[src/rtl/md4_pkg.sv]
// Package with the shared types, constants and step functions of the MD4 digest block.
`timescale 1ns / 1ps

package md4_pkg;

   localparam int unsigned STEPS = 48;
   localparam int unsigned BLOCK_WORDS = 16;

   localparam logic [31:0] IV0 = 32'h67452301;
   localparam logic [31:0] IV1 = 32'hefcdab89;
   localparam logic [31:0] IV2 = 32'h98badcfe;
   localparam logic [31:0] IV3 = 32'h10325476;
   localparam logic [31:0] K2 = 32'h5a827999;
   localparam logic [31:0] K3 = 32'h6ed9eba1;
   localparam logic [7:0] PAD_BYTE = 8'h80;

   typedef enum logic [2:0] {
      ST_IDLE,
      ST_PAD,
      ST_SWEEP,
      ST_COMPRESS,
      ST_ADD,
      ST_OUT
   } state_type;

   // What follows a finished compression.
   typedef enum logic [1:0] {
      AFTER_IDLE,
      AFTER_PAD,
      AFTER_LENGTH,
      AFTER_OUT
   } after_type;

   typedef struct packed {
      logic [31:0] a;
      logic [31:0] b;
      logic [31:0] c;
      logic [31:0] d;
   } abcd_type;

   // Message word used by a step: plain order, then column order, then bit-reversed order.
   function automatic logic [3:0] word_order(input logic [5:0] step);
      logic [3:0] s;
      logic [3:0] w;
      s = step[3:0];
      unique case (step[5:4])
         2'd1: w = {s[1:0], s[3:2]};
         2'd2: w = {s[0], s[1], s[2], s[3]};
         default: w = s;
      endcase
      return w;
   endfunction

   function automatic logic [4:0] rot_amount(input logic [1:0] round, input logic [1:0] s);
      logic [4:0] r;
      unique case (round)
         2'd0: begin
            unique case (s)
               2'd0: r = 5'd3;
               2'd1: r = 5'd7;
               2'd2: r = 5'd11;
               default: r = 5'd19;
            endcase
         end
         2'd1: begin
            unique case (s)
               2'd0: r = 5'd3;
               2'd1: r = 5'd5;
               2'd2: r = 5'd9;
               default: r = 5'd13;
            endcase
         end
         default: begin
            unique case (s)
               2'd0: r = 5'd3;
               2'd1: r = 5'd9;
               2'd2: r = 5'd11;
               default: r = 5'd15;
            endcase
         end
      endcase
      return r;
   endfunction

   function automatic logic [31:0] rotl32(input logic [31:0] v, input logic [4:0] s);
      logic [63:0] dbl;
      dbl = {v, v} << s;
      return dbl[63:32];
   endfunction

endpackage

[src/rtl/md4_step.sv]
// One MD4 compression step: round function, additions and rotation.
`timescale 1ns / 1ps

module md4_step (
   input  md4_pkg::abcd_type cur,
   input  logic [31:0]       x,
   input  logic [5:0]        step,
   output md4_pkg::abcd_type nxt
);

   logic [31:0] f;
   logic [31:0] k;
   logic [31:0] t;

   always_comb begin
      unique case (step[5:4])
         2'd0: begin
            f = (cur.b & cur.c) | (~cur.b & cur.d);
            k = 32'd0;
         end
         2'd1: begin
            f = (cur.b & cur.c) | (cur.b & cur.d) | (cur.c & cur.d);
            k = md4_pkg::K2;
         end
         default: begin
            f = cur.b ^ cur.c ^ cur.d;
            k = md4_pkg::K3;
         end
      endcase
      t = cur.a + f + x + k;
      nxt.a = cur.d;
      nxt.d = cur.c;
      nxt.c = cur.b;
      nxt.b = md4_pkg::rotl32(t, md4_pkg::rot_amount(step[5:4], step[1:0]));
   end

endmodule

[src/rtl/md4_message_digest.sv]
// MD4 message digest: byte input, block store in memory, 48-step compression, digest output.
`timescale 1ns / 1ps

// Usage:
// The req channel carries one word per accepted item: a message byte (req_data_byte,
// valid when req_has_byte is set) and req_is_last, which closes the message. A last
// item may carry no byte, so the empty message can be hashed.
// Bytes go straight into a 16-entry block memory; a byte is taken every cycle until
// 64 have gathered. The 64th byte starts a compression (a read-ahead memory read,
// 48 steps at one memory read each, and a chaining add) while req_stall is high.
// On a last item the block writes the pad byte, sweeps zero fill and the bit length
// into the memory one word a cycle (at most 16 words, after which it starts the
// compression), and compresses once, or twice when fewer than eight bytes of room are
// left. The four digest words then appear on the rsp channel, word 0 first, with
// rsp_last_word on word 3; taking word 3 restores the initial chaining values and the
// block accepts the next message.
// req_stall stays high from a last item until the final word is taken, so a stalling
// receiver simply holds the block with the current word on rsp_digest_word.
// Synchronous reset loads the initial chaining values and clears the byte count; the
// block memory needs no clearing since every word is written before it is read.

module md4_message_digest (
   input  logic        clock,
   input  logic        reset,
   input  logic        req_valid,
   output logic        req_stall,
   input  logic [7:0]  req_data_byte,
   input  logic        req_has_byte,
   input  logic        req_is_last,
   output logic        rsp_valid,
   input  logic        rsp_stall,
   output logic [31:0] rsp_digest_word,
   output logic [1:0]  rsp_word_index,
   output logic        rsp_last_word
);

   md4_pkg::state_type state_ff, state_in;
   md4_pkg::after_type after_ff, after_in;
   logic [31:0] chain_ff [4];
   logic [31:0] chain_in [4];
   logic [60:0] count_ff, count_in;
   logic [31:0] word_ff, word_in;
   logic [4:0]  ptr_ff, ptr_in;
   logic        length_pass_ff, length_pass_in;
   logic [5:0]  cnt_ff, cnt_in;
   logic [1:0]  idx_ff, idx_in;
   md4_pkg::abcd_type abcd_ff, abcd_in, abcd_step;

   logic [31:0] block_mem [md4_pkg::BLOCK_WORDS];
   logic [31:0] rdata_ff;
   logic        mem_we;
   logic [3:0]  mem_waddr;
   logic [31:0] mem_wdata;
   logic [3:0]  mem_raddr;

   logic        req_accept;
   logic        rsp_accept;
   logic [5:0]  pos;
   logic [5:0]  step_done;
   logic [31:0] byte_shifted;
   logic [31:0] pad_shifted;

   assign req_accept = req_valid && !req_stall;
   assign rsp_accept = rsp_valid && !rsp_stall;
   assign pos = count_ff[5:0];
   assign step_done = cnt_ff - 6'd1;
   assign byte_shifted = {24'd0, req_data_byte} << {pos[1:0], 3'b000};
   assign pad_shifted = {24'd0, md4_pkg::PAD_BYTE} << {pos[1:0], 3'b000};
   assign mem_raddr = md4_pkg::word_order(cnt_ff);

   md4_step u_step (
      .cur  (abcd_ff),
      .x    (rdata_ff),
      .step (step_done),
      .nxt  (abcd_step)
   );

   // Byte, pad and sweep writes all happen before compression starts, so no read
   // that a step uses meets a write to the same word in one cycle.
   always_ff @(posedge clock) begin
      if (mem_we) begin
         block_mem[mem_waddr] <= mem_wdata;
      end
      rdata_ff <= block_mem[mem_raddr];
   end

   always_ff @(posedge clock) begin
      if (reset) begin
         state_ff <= md4_pkg::ST_IDLE;
         after_ff <= md4_pkg::AFTER_IDLE;
         chain_ff[0] <= md4_pkg::IV0;
         chain_ff[1] <= md4_pkg::IV1;
         chain_ff[2] <= md4_pkg::IV2;
         chain_ff[3] <= md4_pkg::IV3;
         count_ff <= '0;
         ptr_ff <= '0;
         length_pass_ff <= 1'b0;
         cnt_ff <= '0;
         idx_ff <= '0;
      end else begin
         state_ff <= state_in;
         after_ff <= after_in;
         chain_ff <= chain_in;
         count_ff <= count_in;
         ptr_ff <= ptr_in;
         length_pass_ff <= length_pass_in;
         cnt_ff <= cnt_in;
         idx_ff <= idx_in;
      end
      word_ff <= word_in;
      abcd_ff <= abcd_in;
   end

   always_comb begin
      state_in = state_ff;
      after_in = after_ff;
      chain_in = chain_ff;
      count_in = count_ff;
      word_in = word_ff;
      ptr_in = ptr_ff;
      length_pass_in = length_pass_ff;
      cnt_in = cnt_ff;
      idx_in = idx_ff;
      abcd_in = abcd_ff;
      mem_we = 1'b0;
      mem_waddr = pos[5:2];
      mem_wdata = '0;
      req_stall = 1'b1;
      rsp_valid = 1'b0;

      unique case (state_ff)
         md4_pkg::ST_IDLE: begin
            req_stall = 1'b0;
            if (req_accept) begin
               if (req_has_byte) begin
                  // The first byte of a word clears it; later lanes only OR in.
                  word_in = (pos[1:0] == 2'd0) ? byte_shifted : (word_ff | byte_shifted);
                  mem_we = 1'b1;
                  mem_wdata = word_in;
                  count_in = count_ff + 61'd1;
                  if (pos == 6'd63) begin
                     state_in = md4_pkg::ST_COMPRESS;
                     cnt_in = '0;
                     after_in = req_is_last ? md4_pkg::AFTER_PAD : md4_pkg::AFTER_IDLE;
                  end else if (req_is_last) begin
                     state_in = md4_pkg::ST_PAD;
                  end
               end else if (req_is_last) begin
                  state_in = md4_pkg::ST_PAD;
               end
            end
         end

         md4_pkg::ST_PAD: begin
            mem_we = 1'b1;
            mem_wdata = (pos[1:0] == 2'd0) ? pad_shifted : (word_ff | pad_shifted);
            ptr_in = {1'b0, pos[5:2]} + 5'd1;
            length_pass_in = (pos < 6'd56);
            state_in = md4_pkg::ST_SWEEP;
         end

         md4_pkg::ST_SWEEP: begin
            if (ptr_ff[4]) begin
               state_in = md4_pkg::ST_COMPRESS;
               cnt_in = '0;
               after_in = length_pass_ff ? md4_pkg::AFTER_OUT : md4_pkg::AFTER_LENGTH;
            end else begin
               mem_we = 1'b1;
               mem_waddr = ptr_ff[3:0];
               if (length_pass_ff && ptr_ff[3:0] == 4'd14) begin
                  mem_wdata = {count_ff[28:0], 3'b000};
               end else if (length_pass_ff && ptr_ff[3:0] == 4'd15) begin
                  mem_wdata = count_ff[60:29];
               end
               ptr_in = ptr_ff + 5'd1;
            end
         end

         md4_pkg::ST_COMPRESS: begin
            // The read for step n is issued while step n-1 uses the word read before.
            if (cnt_ff == 6'd0) begin
               abcd_in = '{a: chain_ff[0], b: chain_ff[1], c: chain_ff[2], d: chain_ff[3]};
            end else begin
               abcd_in = abcd_step;
            end
            if (cnt_ff == 6'(md4_pkg::STEPS)) begin
               state_in = md4_pkg::ST_ADD;
            end else begin
               cnt_in = cnt_ff + 6'd1;
            end
         end

         md4_pkg::ST_ADD: begin
            chain_in[0] = chain_ff[0] + abcd_ff.a;
            chain_in[1] = chain_ff[1] + abcd_ff.b;
            chain_in[2] = chain_ff[2] + abcd_ff.c;
            chain_in[3] = chain_ff[3] + abcd_ff.d;
            unique case (after_ff)
               md4_pkg::AFTER_IDLE: state_in = md4_pkg::ST_IDLE;
               md4_pkg::AFTER_PAD: state_in = md4_pkg::ST_PAD;
               md4_pkg::AFTER_LENGTH: begin
                  ptr_in = '0;
                  length_pass_in = 1'b1;
                  state_in = md4_pkg::ST_SWEEP;
               end
               default: begin
                  idx_in = '0;
                  state_in = md4_pkg::ST_OUT;
               end
            endcase
         end

         md4_pkg::ST_OUT: begin
            rsp_valid = 1'b1;
            if (rsp_accept) begin
               idx_in = idx_ff + 2'd1;
               if (idx_ff == 2'd3) begin
                  chain_in[0] = md4_pkg::IV0;
                  chain_in[1] = md4_pkg::IV1;
                  chain_in[2] = md4_pkg::IV2;
                  chain_in[3] = md4_pkg::IV3;
                  count_in = '0;
                  state_in = md4_pkg::ST_IDLE;
               end
            end
         end

         default: begin
            state_in = md4_pkg::ST_IDLE;
         end
      endcase
   end

   assign rsp_digest_word = chain_ff[idx_ff];
   assign rsp_word_index = idx_ff;
   assign rsp_last_word = (idx_ff == 2'd3);

`ifndef NO_ASSERTIONS
   a_restart_iv: assert property (@(posedge clock) disable iff (reset)
      (rsp_accept && rsp_last_word) |=>
         (chain_ff[0] == md4_pkg::IV0 && chain_ff[3] == md4_pkg::IV3 && count_ff == '0))
      else $error("chaining state not restored after the final digest word");

   a_step_bound: assert property (@(posedge clock) disable iff (reset)
      (state_ff == md4_pkg::ST_COMPRESS) |-> (cnt_ff <= 6'(md4_pkg::STEPS)))
      else $error("step counter ran past the last step");

   a_sweep_bound: assert property (@(posedge clock) disable iff (reset)
      (state_ff == md4_pkg::ST_SWEEP) |-> (ptr_ff <= 5'd16))
      else $error("sweep pointer ran past the block");

   a_no_write_in_compress: assert property (@(posedge clock) disable iff (reset)
      (state_ff == md4_pkg::ST_COMPRESS) |-> !mem_we)
      else $error("block memory written during compression");
`endif

endmodule

[config.mk]
export PLATFORM = sky130hd
export DESIGN_NAME = md4_message_digest
export DESIGN_NICKNAME = d
export VERILOG_FILES = /design/src/rtl/md4_pkg.sv /design/src/rtl/md4_step.sv /design/src/rtl/md4_message_digest.sv
export SDC_FILE = /design/constraint.sdc
export NUM_CORES = 2
export LEC_CHECK = 0
export BUFFER_PORTS_ARGS = -buffer_cell sky130_fd_sc_hd__buf_2
export CORE_UTILIZATION = 55
export DETAILED_ROUTE_END_ITERATION = 16
export PLACE_DENSITY = 0.74
export SYNTH_ARGS = -nofsm -noshare
export SYNTH_HDL_FRONTEND = slang
export SYNTH_HIERARCHICAL = 1
export SYNTH_SLANG_ARGS = --single-unit
[constraint.sdc]
create_clock -name clock -period 7.55 [get_ports clock]
set_clock_uncertainty 0.15 [all_clocks]
set_input_delay 0 -clock clock [delete_from_list [all_inputs] [get_ports clock]]
set_output_delay 0 -clock clock [all_outputs]
set_load 0.02 [all_outputs]
==> key figures <==
Cells and area
  • Most frequent cells in the layout: edfxtp_1, nand2_1, a21oi_1
  • Synthesis-to-finish area growth: 8.34%
  • Commonest non-fill, non-tap cell in the layout: edfxtp_1
  • N_diodes: 0
  • Share of layout cells above drive strength 1: 0.145
  • Post-route cell area: 0.0554 mm2
  • FILL cells: a little over 7000
  • Layout Nets: 4636

Timing
  • RSZ-0062 raised after global routing: no
  • Setup_tns: 0 ns
  • Peak Freq: about 150 MHz
  • Final setup viols: 0
  • Rel. slew slack: 0.206
  • Final worst path period share: 0.858
  • Final hold vios: 0
  • Crit path time final: 6.48 ns
  • Worst-Margin Slew: 1.18 ns
  • Final Max Tran Viols: 0
  • Post-route setup slack: 1.07 ns

Clocking
  • Clock latency on the worst-skew pair: 0.72 ns
  • Worst-case clock buffer depth: 3
  • Clk slew on worst S/H paths: 0.06 ns
  • CTS root buf: clkbuf_16
  • CTS sink count: a little over 900
  • H-Tree Depth: 3
  • Post-CTS Repair Setup Buffers: 0
  • CTS tree: built
  • CTS Buf Count: 94

Die
  • Core Region: 0.0919 mm2
  • I/O pin count: 51
  • FP Rows: 111
  • Chip width: 307 um
  • Die area: 0.0943 mm2
  • Die Y: 307 um
  • Initial Util: 0.557

Logic synthesis
  • Gate count of the mapped netlist: 4454
  • Yosys warns: 6
  • Cell Area, Synth: 0.0512 mm2
  • Syn_nets: between 4000 and 5000
  • Mean Syn Cell Area: between 10 and 15 um2

Power and ir drop
  • Power Internal: 9.40 mW
  • Clock power frac: 0.345
  • Power Dens Cells: 248 mW/mm2
  • Peak VDD IR: 0.000297 V
  • Seq pwr share: 0.401
  • Lkg Pwr: 21.0 nW
  • Sw power: around 4.4 mW
  • Total power: 13.8 mW
  • Switch share: 0.317
  • Logic pwr share: 0.254

Placement
  • GP Congestion: 0.999
  • DP Wirelength: ~100000 um
  • Placed Area: 0.0521 mm2
  • Count of input and output buffers: 50
  • Dpl ws: 1.18 ns

Critical path
  • Worst endpoint data arrival time: approximately 6.9 ns
  • Crit end category: flop
  • CP max FO: 54
  • Worst setup SP type: flop
  • WP data required: approximately 8 ns
  • CP Class: flop to flop

Drt
  • WL per Instance: approximately 26 um
  • Vias: 36000
  • Routed Antenna Nets: 0
  • DR pass1 iterations: 6
  • DR vias/cell: roughly 6.3
  • Initial DRC count: 4023
  • Detailed-route DRC error count: 0
  • DRT Wirelength: 145000 um

GRT
  • Number of antenna violations at the first check in global routing: 2
  • Tot GR Track Use: 0.308
  • Vias in the first global route: 34500
  • Pin count of the biggest net entering global routing: about 130
  • First-pass GRT wire length: roughly 220000 um
  • Total gr overflow: 0

Hold path
  • HP Class: input pin to flop

Run
  • Max Cap Viol: 0

Run status
  • Status: complete, no violations
## critical path, cell delays in order, from the launching register on
cell	delay, ns
dfxtp_1	0.39
or3_1	0.39
nor3_1	0.25
xnor2_2	0.11
inv_2	0.27
buf_12	0.29
o211ai_1	0.13
o21a_1	0.15
fa_1	0.47
fa_1	0.49
inv_1	0.04
ha_1	0.37
a21o_1	0.19
a21o_1	0.18
a21oi_1	0.34
mux2_2	0.38
a31oi_1	0.20
nand3_1	0.12
o21ai_0	0.53
o21ai_2	0.15
o221ai_1	0.46
mux2_2	0.25
## sequential cells by signal (all words and copies together), names as in the netlist
| name | count |
|---|---|
| state_ff | 3 |
| after_ff | 2 |
| chain_ff | 128 |
| word_ff | 32 |
| rsp_word_index | 2 |
| length_pass_ff | 1 |
| cnt_ff | 6 |
| abcd_ff | 128 |
| block_mem | 512 |
| count_ff | 61 |
| ptr_ff | 5 |
| rdata_ff | 32 |
## what timing repair did
item	4_1_cts	5_1_grt
gates resized for setup	0	0
hold buffers	18	0
hold endpoints to repair	87	0
## layer usage
| metal | GRT usage | wire length [um] | part of all wire |
|---|---|---|---|
| met5 | 0 | 14 | 0.000096 |
| met4 | 0.132 | 6580 | 0.045 |
| met3 | 0.0557 | 12400 | 0.086 |
| met2 | 0.480 | 65800 | 0.45 |
| met1 | 0.423 | 60300 | 0.42 |
## power groups by stage
stage	clock network, mW	logic (mW)	registers, mW
floorplan	0	2.45	5.60
global placement	0	3.36	5.63
detailed placement	0	3.36	5.63
CTS	4.80	3.40	5.52
global route	4.97	3.73	5.53
finish	4.75	3.50	5.52
## through the flow
| step | cells | utilization | hold WS (ns) |
|---|---|---|---|
| 2_1_floorplan | 4454 | - | 0.0125 |
| 3_3_place_gp | 5485 | 0.566 | 0.142 |
| 3_5_place_dp | 5485 | 0.566 | 0.149 |
| 4_1_cts | 5680 | 0.603 | 0.00216 |
| 5_1_grt | 5680 | 0.603 | 0.0431 |
| 6_report | 5680 | 0.603 | 0.0485 |
## final cells by class
class | instances | area (um2) | share of cell area
Clock buffer | 113 | 2490 | 0.0450
Clock inverter | 64 | 696 | 0.0125
Timing Repair Buffer | 127 | 923 | 0.0167
Tap cell | 1243 | 1560 | 0.0280
Multi-Input combinational cell | 2960 | 23800 | 0.429
Sequential cell | 912 | 25000 | 0.451
Inverter | 261 | 982 | 0.0177
## final timing paths
| check | startpoint | endpoint | slack (ns) | cells after the start |
|---|---|---|---|---|
| worst max-delay path | cnt_ff[0] | abcd_ff[71] | 1.07 | 21 |
| worst min-delay path | req_data_byte[4] | word_ff[28] | 0.05 | 3 |
| worst max register to register | cnt_ff[0] | abcd_ff[71] | 1.07 | 21 |
| worst min register to register | chain_ff[3] | chain_ff[3] | 0.35 | 2 |
(Power assumes the default switching activity.)
